<file path="config.mk">
export PLATFORM = sky130hd
export DESIGN_NAME = rhh_hash
export DESIGN_NICKNAME = d
export VERILOG_FILES = /design/src/rtl/rhh_pkg.sv /design/src/rtl/rhh_hash.sv
export SDC_FILE = /design/constraint.sdc
export NUM_CORES = 2
export LEC_CHECK = 0
export BUFFER_PORTS_ARGS = -buffer_cell sky130_fd_sc_hd__buf_2
export CAP_MARGIN = 20
export CORE_MARGIN = 4
export CORE_UTILIZATION = 60
export DETAILED_ROUTE_END_ITERATION = 10
export PLACE_DENSITY = 0.86
export SYNTH_ARGS = -nofsm -noshare
export SYNTH_HDL_FRONTEND = slang
export SYNTH_SLANG_ARGS = --single-unit
</file>
<file path="constraint.sdc">
create_clock -name clk -period 12.5 [get_ports clk]
set_input_delay 0.625 -clock clk [delete_from_list [all_inputs] [get_ports clk]]
set_output_delay 0.625 -clock clk [all_outputs]
set_load 0.02 [all_outputs]
</file>
<file path="src/rtl/rhh_pkg.sv">
`timescale 1ns / 1ps
// ----------------------------------------------------------------------------
// rhh_pkg
// Shared constants for the robin hood hash table: defaults, codes, mixer.
// ----------------------------------------------------------------------------
package rhh_pkg;

	localparam int SLOTS_DEF      = 1024;
	localparam int VALUE_BITS_DEF = 32;

	localparam int KEY_BITS  = 64;
	localparam int VIN_BITS  = 32;
	localparam int FUNC_BITS = 2;
	localparam int STAT_BITS = 3;
	localparam int FILL_BITS = 10;

	localparam logic [FILL_BITS-1:0] MAX_FILL_RST = 10'd768;

	localparam logic [FUNC_BITS-1:0] FUNC_SET    = 2'd0;
	localparam logic [FUNC_BITS-1:0] FUNC_GET    = 2'd1;
	localparam logic [FUNC_BITS-1:0] FUNC_REMOVE = 2'd2;
	localparam logic [FUNC_BITS-1:0] FUNC_CLEAR  = 2'd3;

	localparam logic [STAT_BITS-1:0] ST_INSERTED = 3'd0;
	localparam logic [STAT_BITS-1:0] ST_UPDATED  = 3'd1;
	localparam logic [STAT_BITS-1:0] ST_FOUND    = 3'd2;
	localparam logic [STAT_BITS-1:0] ST_NOTFOUND = 3'd3;
	localparam logic [STAT_BITS-1:0] ST_REMOVED  = 3'd4;
	localparam logic [STAT_BITS-1:0] ST_FULL     = 3'd5;
	localparam logic [STAT_BITS-1:0] ST_CLEARED  = 3'd6;

	localparam logic [63:0] MIX_C1 = 64'hbf58476d1ce4e5b9;
	localparam logic [63:0] MIX_C2 = 64'h94d049bb133111eb;

endpackage

</file>
<file path="src/rtl/rhh_hash.sv">
`timescale 1ns / 1ps
// ----------------------------------------------------------------------------
// rhh_hash
// Home slot of a key: 64-bit mixer with one shared 32x32 multiplier.
// ----------------------------------------------------------------------------
module rhh_hash #(
	parameter int SLOTS = rhh_pkg::SLOTS_DEF
) (
	input  logic                       clk,
	input  logic                       arst_n,
	input  logic                       start,
	input  logic [rhh_pkg::KEY_BITS-1:0] key,
	output logic                       done,
	output logic [$clog2(SLOTS)-1:0]   home
);

	localparam int IDX = $clog2(SLOTS);

	localparam logic [2:0] H_IDLE = 3'd0;
	localparam logic [2:0] H_M0   = 3'd1;
	localparam logic [2:0] H_M1   = 3'd2;
	localparam logic [2:0] H_M2   = 3'd3;
	localparam logic [2:0] H_MIX  = 3'd4;

	logic [2:0]  state_q;
	logic        round_q;
	logic [63:0] x_q;
	logic [63:0] acc_q;
	logic [63:0] c;
	logic [31:0] op_a;
	logic [31:0] op_b;
	logic [63:0] prod;
	logic [63:0] fin;

	assign c    = round_q ? rhh_pkg::MIX_C2 : rhh_pkg::MIX_C1;
	// low 64 bits of x*c from three partial products
	assign op_a = (state_q == H_M1) ? x_q[63:32] : x_q[31:0];
	assign op_b = (state_q == H_M2) ? c[63:32] : c[31:0];
	assign prod = 64'(op_a) * 64'(op_b);
	assign fin  = acc_q ^ (acc_q >> 31);

	always_ff @(posedge clk or negedge arst_n) begin
		if (!arst_n) begin
			state_q <= H_IDLE;
			round_q <= 1'b0;
			done    <= 1'b0;
		end else begin
			done <= 1'b0;
			unique case (state_q)
				H_IDLE: begin
					if (start) begin
						round_q <= 1'b0;
						state_q <= H_M0;
					end
				end
				H_M0: state_q <= H_M1;
				H_M1: state_q <= H_M2;
				H_M2: state_q <= H_MIX;
				H_MIX: begin
					if (round_q) begin
						done    <= 1'b1;
						state_q <= H_IDLE;
					end else begin
						round_q <= 1'b1;
						state_q <= H_M0;
					end
				end
				default: state_q <= H_IDLE;
			endcase
		end
	end

	always_ff @(posedge clk) begin
		unique case (state_q)
			H_IDLE: if (start) x_q <= key ^ (key >> 30);
			H_M0:   acc_q <= prod;
			H_M1:   acc_q <= acc_q + {prod[31:0], 32'd0};
			H_M2:   acc_q <= acc_q + {prod[31:0], 32'd0};
			H_MIX: begin
				x_q <= acc_q ^ (acc_q >> 27);
				if (round_q) home <= fin[IDX-1:0];
			end
			default: ;
		endcase
	end

endmodule

</file>
==> impl_results.md <==
- RR Endpoint: acc_q[61]
- Max Cap Viol: 0
- IO buf count: 77
- Crit path largest cell delay: 750 ps
- Layout cells sized above 1: 7.48%
- Worst flop-to-flop path startpoint: state_q[2]
- Post-CTS setup buffers: 0
- Total GRT Usage: 37.2%
- Via count: 27,400
- Worst-Margin Slew: 1190 ps
- Root Buffer: clkbuf_16
- M1 GR Usage: 49.9%
- Critical path fanouts, max: 15
- Area growth, synth to finish: 4.92%
- M3 GR Usage: 9.83%
- Post-synthesis area per instance: 10.1 sq um
- I/O Pins: 78
- Slowest stage cell, crit path: mux2i_1
- Critical Path Source Type: register
- Reg-to-reg setup timing slack: 1130 ps
- GR Overflow Total: 0
- Final setup TNS: 0 ps
- CP Buf/Inv Count: 5
- Vias per Instance: 5.96
- Most common cell on crit path: fa_1
- Fin nets: 5,007
- Worst skew pair latency: 440 ps
- Rows: 91
- Initial Util: 60.9%
- Crit Path Category: register to register
- Clock sinks: 143
- EDFF count, synth: 138
- Top-area cell type share of the netlist area: 43.7%
- Dominant cell type by area after synthesis: fa_1
- HPWL Detailed: 105,000 microns
- CP arrival: 11,570 ps
- CP delay by family, top: adder cells
- CP Capture Type: register
- Max-slew violations: 0
- Distinct cells, synth: 87
- Global-route wire length before repair: 183,000 microns
- Post-synthesis sequential area ratio: 11.3%
- CTS Buf Count: 17
- Tcrit/Tclk final: 90.9%
- Global route hottest layer: met2
- Fmax: 88.0 MHz
- Clk_skew: 13.8 ps
- Most common cell in the netlist: inv_1
- Drt pass-1 iters: 5
- Core Region: 61,900 sq um
- CTS tree: built
- Hold Vio Cnt, Final: 0
- Cells after synthesis: 3,722
- Worst-case reg-to-reg path depth: 32
- H-tree depth: 4
- FFs w/ async S/R, synth: 3.50%
- Endpoints failing setup: 0
- Syn nets: 4,983
- Synth warn: 0
- Clk pin slew, worst setup/hold paths: 70 ps
- PostCTS Resize Cnt: 0
- Avg WL per Cell: 26.2 microns
- RSZ-0062 raised after global routing: false
- CP Data Required Time: 12,700 ps
- Maximum clock path buffer count: 2
- #FFs+latches synth: 143
- DIE AREA: 66,900 sq um
- Hold_buf cts: 0
- Chip Height: 259 microns
- Min Tclk post-route: 11,370 ps
- Routability cong.: 1.08
- DRT iter0 DRCs: 3,183
- Most instantiated cells after synthesis: inv_1, fa_1, ha_1
- Status: completed
- Prevailing post-synth register cell: edfxtp_1
- DRC Markers: 0
- Worst Hold Class: input pin to async pin
- Synthesized cell area: 37,700 sq um
- Die W: 259 microns
- Initial antenna violation count: 1
- Slew headroom: 20.9%
- Routed wire length: 121,000 microns
- Vias in the first global route: 29,800
- Largest net degree at the start of global routing: 103
- Antenna viol nets, final: 0
- Met2 Track Usage GR: 56.6%
- Synth area leaders: fa_1, ha_1, edfxtp_1
## layout make-up
| cell class | instances | area (sq um) |
|---|---|---|
| antenna | 3 | 7.51 |
| clock buffer | 17 | 425 |
| clock inverter | 15 | 143 |
| fill | 4984 | 22400 |
| inverter | 910 | 3420 |
| multi-input combinational | 2549 | 29500 |
| sequential | 143 | 4270 |
| tap | 837 | 1050 |
| timing repair buffer | 125 | 766 |
## logic make-up after synthesis
logic type,count (synthesis),share of synthesized area (%)
AND/OR/NAND/NOR,763,10.1
buffers and inverters,1030,10.6
XOR/XNOR,168,3.90
multiplexers,63,1.79
adder cells (fa/ha/maj),1194,56.0
AO/OA/AOI/OAI,361,6.30
flip-flops,143,11.3
## stage by stage
stage	cell area (sq um)	setup slack, ps	cells	hold WS [ps]	utilization, %
2_1_floorplan	37700	2570	3722	329	-
3_5_place_dp	38900	1010	4562	463	62.9
6_report	39600	1130	4599	4.79	63.9
5_1_grt	39500	872	4596	3.02	63.8
4_1_cts	39500	925	4594	0.236	63.8
3_3_place_gp	38900	1320	4562	459	62.9
## state kept, by name, summed over array words and instances, names as in the netlist
name / flops
acc_q: 64
x_q: 64
home: 10
state_q: 3
done: 1
round_q: 1
## placed cells by master, fill, tap and decap left out, drive strengths merged, types with 50 or more instances in the layout
master	n
nor2	236
inv	919
and2	76
xor2	79
a21oi	116
o21ai	90
ha	371
buf	125
xnor2	89
nand2b	50
edfxtp	138
fa	823
nor2b	75
nand2	160
## worst max-delay path by stage
stage | slack (ps) | end | cells past startpoint | start
final | 1130 | acc_q[61] | 32 | state_q[2]
after global routing | 870 | acc_q[62] | 40 | state_q[0]
after CTS | 930 | acc_q[62] | 38 | state_q[2]
after detailed placement | 1010 | acc_q[62] | 38 | state_q[2]
after global placement | 1320 | acc_q[60] | 38 | state_q[2]
after floorplan | 2570 | acc_q[61] | 39 | state_q[2]
## metal layers
layer | vias to the layer above | share of wire (%)
met5 | - | 0
met4 | 0 | 6.5
met3 | 397 | 12
met2 | 1932 | 44
met1 | 13600 | 37
li1 | 11500 | -
Power is left out: the tool's default activity adds up to more than one toggle a clock period on the data nets, which glitch-free logic cannot reach.
