`config.mk`:
```
export PLATFORM = sky130hd
export DESIGN_NAME = rhh_ram
export DESIGN_NICKNAME = d
export VERILOG_FILES = /design/src/rtl/rhh_ram.sv
export SDC_FILE = /design/constraint.sdc
export NUM_CORES = 1
export LEC_CHECK = 0
export BUFFER_PORTS_ARGS = -buffer_cell sky130_fd_sc_hd__buf_2
export CAP_MARGIN = 20
export CORE_ASPECT_RATIO = 0.75
export CORE_MARGIN = 2
export CORE_UTILIZATION = 45
export CTS_CLUSTER_SIZE = 30
export DETAILED_ROUTE_END_ITERATION = 8
export GPL_ROUTABILITY_DRIVEN = 0
export HOLD_SLACK_MARGIN = 0.1
export PLACE_DENSITY = 0.62
export SLEW_MARGIN = 20
export SYNTH_ARGS = -nofsm -noshare
export SYNTH_HDL_FRONTEND = slang
export SYNTH_SLANG_ARGS = --single-unit
```
`constraint.sdc`:
```
create_clock -name clk -period 1.75 [get_ports clk]
set_input_delay 0.35 -clock clk [delete_from_list [all_inputs] [get_ports clk]]
set_output_delay 0.35 -clock clk [all_outputs]
set_load 0.02 [all_outputs]
```
`src/rtl/rhh_ram.sv`:
```
`timescale 1ns / 1ps
// ----------------------------------------------------------------------------
// rhh_ram
// Generic simple dual-port RAM, one write port, one registered read port.
// ----------------------------------------------------------------------------
module rhh_ram #(
	parameter int WIDTH = 8,
	parameter int DEPTH = 16
) (
	input  logic                     clk,
	input  logic                     we,
	input  logic [$clog2(DEPTH)-1:0] waddr,
	input  logic [WIDTH-1:0]         wdata,
	input  logic [$clog2(DEPTH)-1:0] raddr,
	output logic [WIDTH-1:0]         rdata
);

	logic [WIDTH-1:0] mem_q [DEPTH];

	always_ff @(posedge clk) begin
		if (we) begin
			mem_q[waddr] <= wdata;
		end
		rdata <= mem_q[raddr];
	end

endmodule

```
==> summary.log, run 1 <==
INFO  outcome        status=completed
INFO  power          power_per_cell_area=1230mW/mm²
INFO  worst_setup_path critPathArrivalTime=1690ps
INFO  clock_network  cts_max_path_buffers=2
INFO  cells_and_area area_growth=20.5%
INFO  clock_network  cts.clk_slew.worst_paths=60ps
INFO  power          internal_power=6150µW
INFO  power          pwr-share-clk=0.470
INFO  timing         grt_setup_unrepaired=no
INFO  floorplanning  start_util=0.467
INFO  worst_setup_path required=2040ps
INFO  worst_setup_path crit_path_frequent_cell=sky130_fd_sc_hd__buf_12
INFO  logic_synthesis post_synth_xor_area_fraction=0
INFO  flow_run       cap_violations=0
INFO  logic_synthesis synth.area.mux_share=0.150
INFO  detailed_routing drt.antenna.violating_nets=0
INFO  detailed_routing drt-wirelength-per-cell=23.0µm
INFO  placed_design  io_buffer_count=25
INFO  floorplanning  io_pins=26
INFO  grt            grt_first_pass_wirelength=15300µm
INFO  clock_network  clk_latency_worst_skew_pair=410ps
INFO  logic_synthesis synth_top_family_by_area=multiplexers
INFO  power          combPwrFrac=0.050
INFO  floorplanning  fp.dieW=127µm
INFO  cells_and_area num_antenna_cells=0
INFO  logic_synthesis post_synth_inst_count=229
INFO  power          switching_power=1480µW
INFO  floorplanning  die_h=96.6µm
INFO  timing         final.setup_skew=5.70ps
INFO  detailed_routing route.detailed.drc=0
INFO  detailed_routing route.vias.total=2484
INFO  grt            grt_max_degree=20
INFO  floorplanning  core_region_area=0.0110mm²
INFO  timing         final.period_utilization=0.801
INFO  cells_and_area fin_nets=304
INFO  logic_synthesis yosys.area_share.simple=0.0318
INFO  detailed_routing drt_pre_antenna_iters=4
INFO  power          vdd_drop_max=0.808mV
INFO  worst_setup_path crit_chain=buf_2, buf_12, buf_12, mux4_2, a22oi_1, nand2_1
INFO  timing         final_max_slew_viol_count=0
INFO  timing         finalCriticalPeriod=1400ps
INFO  grt            globalRouteTotalUtil=0.180
INFO  detailed_routing route.final.wire_length=10100µm
INFO  grt            grt.overflow.total=0
INFO  clock_network  holdBufCountCts=0
INFO  worst_setup_path startpoint_type=primary input
INFO  logic_synthesis netlist-cell-type-count=19
INFO  power          power.switching_fraction=0.194
INFO  worst_setup_path worst_path_largest_cell_delay=470ps
INFO  logic_synthesis yosysTopAreaCell=sky130_fd_sc_hd__edfxtp_1
INFO  worst_setup_path cp-end-kind=flip-flop
INFO  logic_synthesis fraction_of_synthesized_cell_area_taken_by_the_top_area_cell_type=0.747
INFO  power          power.leakage=0.00213µW
INFO  logic_synthesis synth_fa_ha_area_frac=0
INFO  timing         highest_clock_frequency_the_design_can_meet=714MHz
INFO  logic_synthesis mappedNetlistNets=247
INFO  timing         setup-tns-final=0ps
INFO  power          total_power=7630µW
INFO  worst_setup_path critical-path-slowest-cell=sky130_fd_sc_hd__mux4_2
INFO  floorplanning  floorplan.die_area=0.0123mm²
INFO  cells_and_area post_route_cells_drive_above_1_share=0.321
INFO  timing         worst-slew-pin-transition=770ps
INFO  worst_setup_path critical_path_peak_fanout=19
INFO  clock_network  h_tree_depth=4
INFO  power          seqPwrFrac=0.481
INFO  detailed_routing drt_iter0_markers=193
INFO  logic_synthesis synth.yosys.seq_area_share=0.778
INFO  detailed_routing detail_route.vias_per_cell=5.66
INFO  grt            antenna_violations_before_repair=0
INFO  clock_network  postCtsSetupRepairBufs=0
INFO  worst_hold_path worstHoldPathType=in -> reg
INFO  clock_network  cts_resized=0
INFO  timing         setup_violators_final=0
INFO  clock_network  cts_buffers=17
INFO  worst_setup_path crit_path_kind=in -> reg
INFO  logic_synthesis postSynthRegisterBits=136
INFO  clock_network  clock_tree_from_tritoncts=built
INFO  timing         final.hold.worst_slack=322ps
INFO  logic_synthesis synth.area.top_cells=sky130_fd_sc_hd__edfxtp_1 (75%), sky130_fd_sc_hd__mux4_2 (7.9%), sky130_fd_sc_hd__mux4_1 (7.1%)
INFO  logic_synthesis syn-mean-instance-area=22.5µm²
INFO  timing         max-slew-margin-rel=0.485
INFO  grt            vias_in_the_first_global_route=2483
INFO  clock_network  clk_root_buffer_cell=sky130_fd_sc_hd__clkbuf_16
INFO  floorplanning  site_rows=33
INFO  logic_synthesis mappedNetlistArea=0.00515mm²
INFO  placed_design  detailed_place_hpwl=6510µm
INFO  logic_synthesis synth_compound_gate_area_share=0.0233
INFO  clock_network  clkSinkCount=136
INFO  timing         final_hold_vios=0
INFO  logic_synthesis ys_warn_count=0
worst paths after layout:
kind | end | startpoint | depth (start not counted) | slack (ps)
worst max-delay path | rdata[6] | raddr[0] | 6 | 350
worst min-delay path | mem_q[10][1] | wdata[1] | 1 | 320
worst max register to register | rdata[0] | mem_q[4][0] | 3 | 420
worst min register to register | rdata[1] | mem_q[8][1] | 3 | 680
registers in the layout, summed over array words and instances, names as in the netlist:
name,flops
mem_q,128
rdata,8
cell usage in the layout (no fill, tap or decap):
cell type | Yosys | layout
sky130_fd_sc_hd__edfxtp_1 | 128 | 128
sky130_fd_sc_hd__buf_2 | 3 | 25
sky130_fd_sc_hd__mux4_2 | 18 | 18
sky130_fd_sc_hd__buf_4 | 1 | 18
sky130_fd_sc_hd__clkbuf_16 | 0 | 17
sky130_fd_sc_hd__a22oi_1 | 16 | 16
sky130_fd_sc_hd__mux4_1 | 14 | 14
sky130_fd_sc_hd__nor2_1 | 13 | 13
sky130_fd_sc_hd__nand2_1 | 9 | 9
sky130_fd_sc_hd__dfxtp_1 | 8 | 8
sky130_fd_sc_hd__buf_12 | 0 | 5
sky130_fd_sc_hd__clkbuf_1 | 0 | 4
sky130_fd_sc_hd__nor3_1 | 4 | 3
sky130_fd_sc_hd__bufinv_16 | 0 | 3
sky130_fd_sc_hd__clkinv_2 | 0 | 3
sky130_fd_sc_hd__clkbuf_8 | 0 | 3
sky130_fd_sc_hd__nand3b_1 | 2 | 2
sky130_fd_sc_hd__nand2b_1 | 2 | 2
sky130_fd_sc_hd__clkinvlp_4 | 0 | 2
sky130_fd_sc_hd__nor2b_1 | 1 | 1
sky130_fd_sc_hd__and2_1 | 1 | 1
sky130_fd_sc_hd__and2b_1 | 1 | 1
sky130_fd_sc_hd__nand3_1 | 1 | 1
sky130_fd_sc_hd__or3b_2 | 1 | 1
sky130_fd_sc_hd__nor3_2 | 0 | 1
power groups by stage:
stage / clock network, µW / logic [µW] / registers [µW]
6_report: 3580 / 378 / 3670
4_1_cts: 3620 / 386 / 3670
5_1_grt: 3780 / 412 / 3670
3_5_place_dp: 0 / 383 / 3730
2_1_floorplan: 0 / 185 / 3750
3_3_place_gp: 0 / 375 / 3730
synth_stat cells, drive strengths merged:
library cell,instances
edfxtp,128
mux4,32
a22oi,16
nor2,13
nand2,9
dfxtp,8
buf,7
nor3,4
clkdlybuf4s25,3
nand2b,2
nand3b,2
and2,1
and2b,1
nand3,1
nor2b,1
or3b,1
final cells by class:
class / instances / area (µm²)
clock buffers: 24 / 482
fillers: 828 / 4820
multi-input cells: 83 / 1060
flip-flops and latches: 136 / 4000
well taps: 140 / 175
clock inverters: 8 / 120
repair buffers: 48 / 360
critical path: cells and delay by family:
family,cells,cell delay (ps)
buffers and inverters,3,470
AND/OR/NAND/NOR,1,90
AO/OA/AOI/OAI,1,290
multiplexers,1,470
through the flow:
| stage | util | cells | worst slack, ps | cell area [µm²] |
|---|---|---|---|---|
| 6_report | 0.563 | 439 | 349 | 6200 |
| 5_1_grt | 0.563 | 439 | 311 | 6200 |
| 4_1_cts | 0.563 | 439 | 378 | 6200 |
| 3_5_place_dp | 0.508 | 407 | -51.7 | 5600 |
| 3_3_place_gp | 0.508 | 407 | -17.3 | 5600 |
| 2_1_floorplan | - | 229 | 134 | 5150 |
routing by layer:
metal / up-vias / share of wire / track usage
li1: 1087 / - / -
met1: 1298 / 0.47 / 0.269
met2: 87 / 0.47 / 0.254
met3: 12 / 0.053 / 0.0548
met4: 0 / 0.013 / 0.0609
met5: - / 0 / 0
kinds of logic after synthesis:
logic type,count (synthesis)
AND/OR/NAND/NOR,35
buffers and inverters,10
multiplexers,32
AO/OA/AOI/OAI,16
flip-flops,136
Note: power is estimated with default switching activity, not from simulation.
==> inputs of run 2 (changes only) <==
PLACE_DENSITY = 0.6   (was 0.62)
clock period = 1.4 ns   (was 1.75 ns; I/O delays follow)
==> run 2 against run 1 <==
  * Register-to-register slack lost 360 ps
  * Non-clock buffer count increased by 13
  * Sequential share of layout area down 1.9 points
  * Global-route usage up 0.40 points
  * Via count decreased by 0.48%
  * Final cell count is 2.7% higher
  * Largest cell class unchanged
  * Highest routed layer unchanged
==> summary.log, run 2 (synthesis results as in run 1) <==
INFO  flow_run       cap_violations=0
INFO  clock_network  postCtsSetupRepairBufs=0
INFO  clock_network  cts_buffers=17
INFO  worst_setup_path startpoint_type=flip-flop
INFO  clock_network  clk_root_buffer_cell=sky130_fd_sc_hd__clkbuf_16
INFO  detailed_routing route.final.wire_length=10400µm
INFO  timing         final_hold_vios=0
INFO  detailed_routing drt-wirelength-per-cell=23.1µm
INFO  timing         max-slew-margin-rel=0.531
INFO  cells_and_area largest_register=mem_q
INFO  cells_and_area utilization=0.580
INFO  placed_design  number_of_placed_instances_with_taps_included=420
INFO  floorplanning  die_h=96.6µm
INFO  grt            grt_max_degree=17
INFO  worst_setup_path crit_path_kind=reg -> reg
INFO  clock_network  cts.clk_slew.worst_paths=60ps
INFO  power          power_per_cell_area=1540mW/mm²
INFO  timing         finalCriticalPeriod=1340ps
INFO  clock_network  holdBufCountCts=0
INFO  timing         final.period_utilization=0.957
INFO  floorplanning  io_pins=26
INFO  detailed_routing drt.antenna.violating_nets=0
INFO  cells_and_area fin_nets=317
INFO  cells_and_area post_route_cells_drive_above_1_share=0.376
INFO  grt            antenna_violations_before_repair=0
INFO  detailed_routing detail_route.vias_per_cell=5.48
INFO  cells_and_area nFillCells=828
INFO  worst_hold_path worstHoldPathType=in -> reg
INFO  detailed_routing drt_pre_antenna_iters=4
INFO  power          power.leakage=0.00221µW
INFO  cells_and_area num_antenna_cells=0
INFO  clock_network  clock_tree_from_tritoncts=built
INFO  detailed_routing route.vias.total=2472
INFO  cells_and_area register_cell_area_after_layout=0.00400mm²
INFO  worst_setup_path critPathArrivalTime=1630ps
INFO  clock_network  cts_resized=0
INFO  outcome        status=completed
INFO  cells_and_area reg_top3=mem_q: 128 flops, rdata: 8 flops
INFO  timing         highest_clock_frequency_the_design_can_meet=746MHz
INFO  detailed_routing route.detailed.drc=0
INFO  cells_and_area multi_input_comb_area=0.00110mm²
INFO  cells_and_area most_frequent_cells_in_the_layout=sky130_fd_sc_hd__edfxtp_1 (128), sky130_fd_sc_hd__buf_4 (28), sky130_fd_sc_hd__buf_2 (24), sky130_fd_sc_hd__mux4_2 (18), sky130_fd_sc_hd__clkbuf_16 (17)
INFO  timing         final_max_slew_viol_count=0
INFO  timing         final.setup_skew=7.61ps
INFO  worst_setup_path critical_path_peak_fanout=1
INFO  clock_network  clkSinkCount=136
INFO  grt            grt_first_pass_wirelength=15800µm
INFO  cells_and_area largest_reg_flops=128
INFO  placed_design  detailed_place_hpwl=6990µm
INFO  floorplanning  start_util=0.467
INFO  worst_setup_path cp-end-kind=flip-flop
INFO  cells_and_area fin_cells=451
INFO  grt            globalRouteTotalUtil=0.184
INFO  floorplanning  core_region_area=0.0110mm²
INFO  power          total_power=9810µW
INFO  clock_network  h_tree_depth=4
INFO  grt            grt.overflow.total=0
INFO  timing         setup-tns-final=0ps
INFO  detailed_routing drt_iter0_markers=208
INFO  placed_design  io_buffer_count=25
INFO  timing         setup_violators_final=0
INFO  timing         worst-slew-pin-transition=702ps
INFO  worst_setup_path required=1690ps
INFO  floorplanning  fp.dieW=127µm
INFO  clock_network  clk_latency_worst_skew_pair=410ps
INFO  clock_network  cts_max_path_buffers=2
INFO  cells_and_area area_growth=24.1%
INFO  power          vdd_drop_max=1.02mV
INFO  floorplanning  site_rows=33
INFO  cells_and_area final_common_cell=sky130_fd_sc_hd__edfxtp_1
INFO  floorplanning  floorplan.die_area=0.0123mm²
INFO  grt            vias_in_the_first_global_route=2592
INFO  timing         grt_setup_unrepaired=no
-- run 2: power breakdown --
group,total [µW],internal (µW),switching [µW]
registers,4590,4550,33.3
clock network,4730,3130,1600
logic,499,221,278
total,9810,7900,1910
-- run 2: metrics by stage --
stage	setup slack (ps)	hold WS, ps	cell area, µm²
after floorplan	-16.5	379	5190
after detailed placement	-390	665	5740
after CTS	8.99	246	6370
after global routing	5.87	255	6390
final	59.5	248	6390
after global placement	-404	663	5740
-- run 2: path summary, 6_finish.rpt --
check                                   from           to  slack [ps]  cells past startpoint
worst max register to register   mem_q[9][5]     rdata[5]          60                      3
worst min-delay path                wdata[1]  mem_q[0][1]         250                      1
worst max-delay path             mem_q[9][5]     rdata[5]          60                      3
worst min register to register  mem_q[11][2]     rdata[2]         670                      3
-- run 2: metal layers --
layer	up-vias	track usage	routed length, µm
met5	-	0	0
met4	0	0.0583	117
met3	12	0.0525	433
met2	57	0.269	4850
met1	1290	0.271	5020
li1	1113	-	-
-- run 2: layout make-up --
type | count | share of cell area
tap | 140 | 0.0274
timing repair buffer | 61 | 0.0752
sequential | 136 | 0.627
clock buffer | 17 | 0.0666
multi-input combinational | 83 | 0.172
clock inverter | 14 | 0.0323
-- run 2: worst max-delay path, stage by stage, from the launching register on --
cell and delay [ps]:
sky130_fd_sc_hd__edfxtp_1 370, sky130_fd_sc_hd__mux4_1 570, sky130_fd_sc_hd__a22oi_2 200, sky130_fd_sc_hd__nand2_1 90
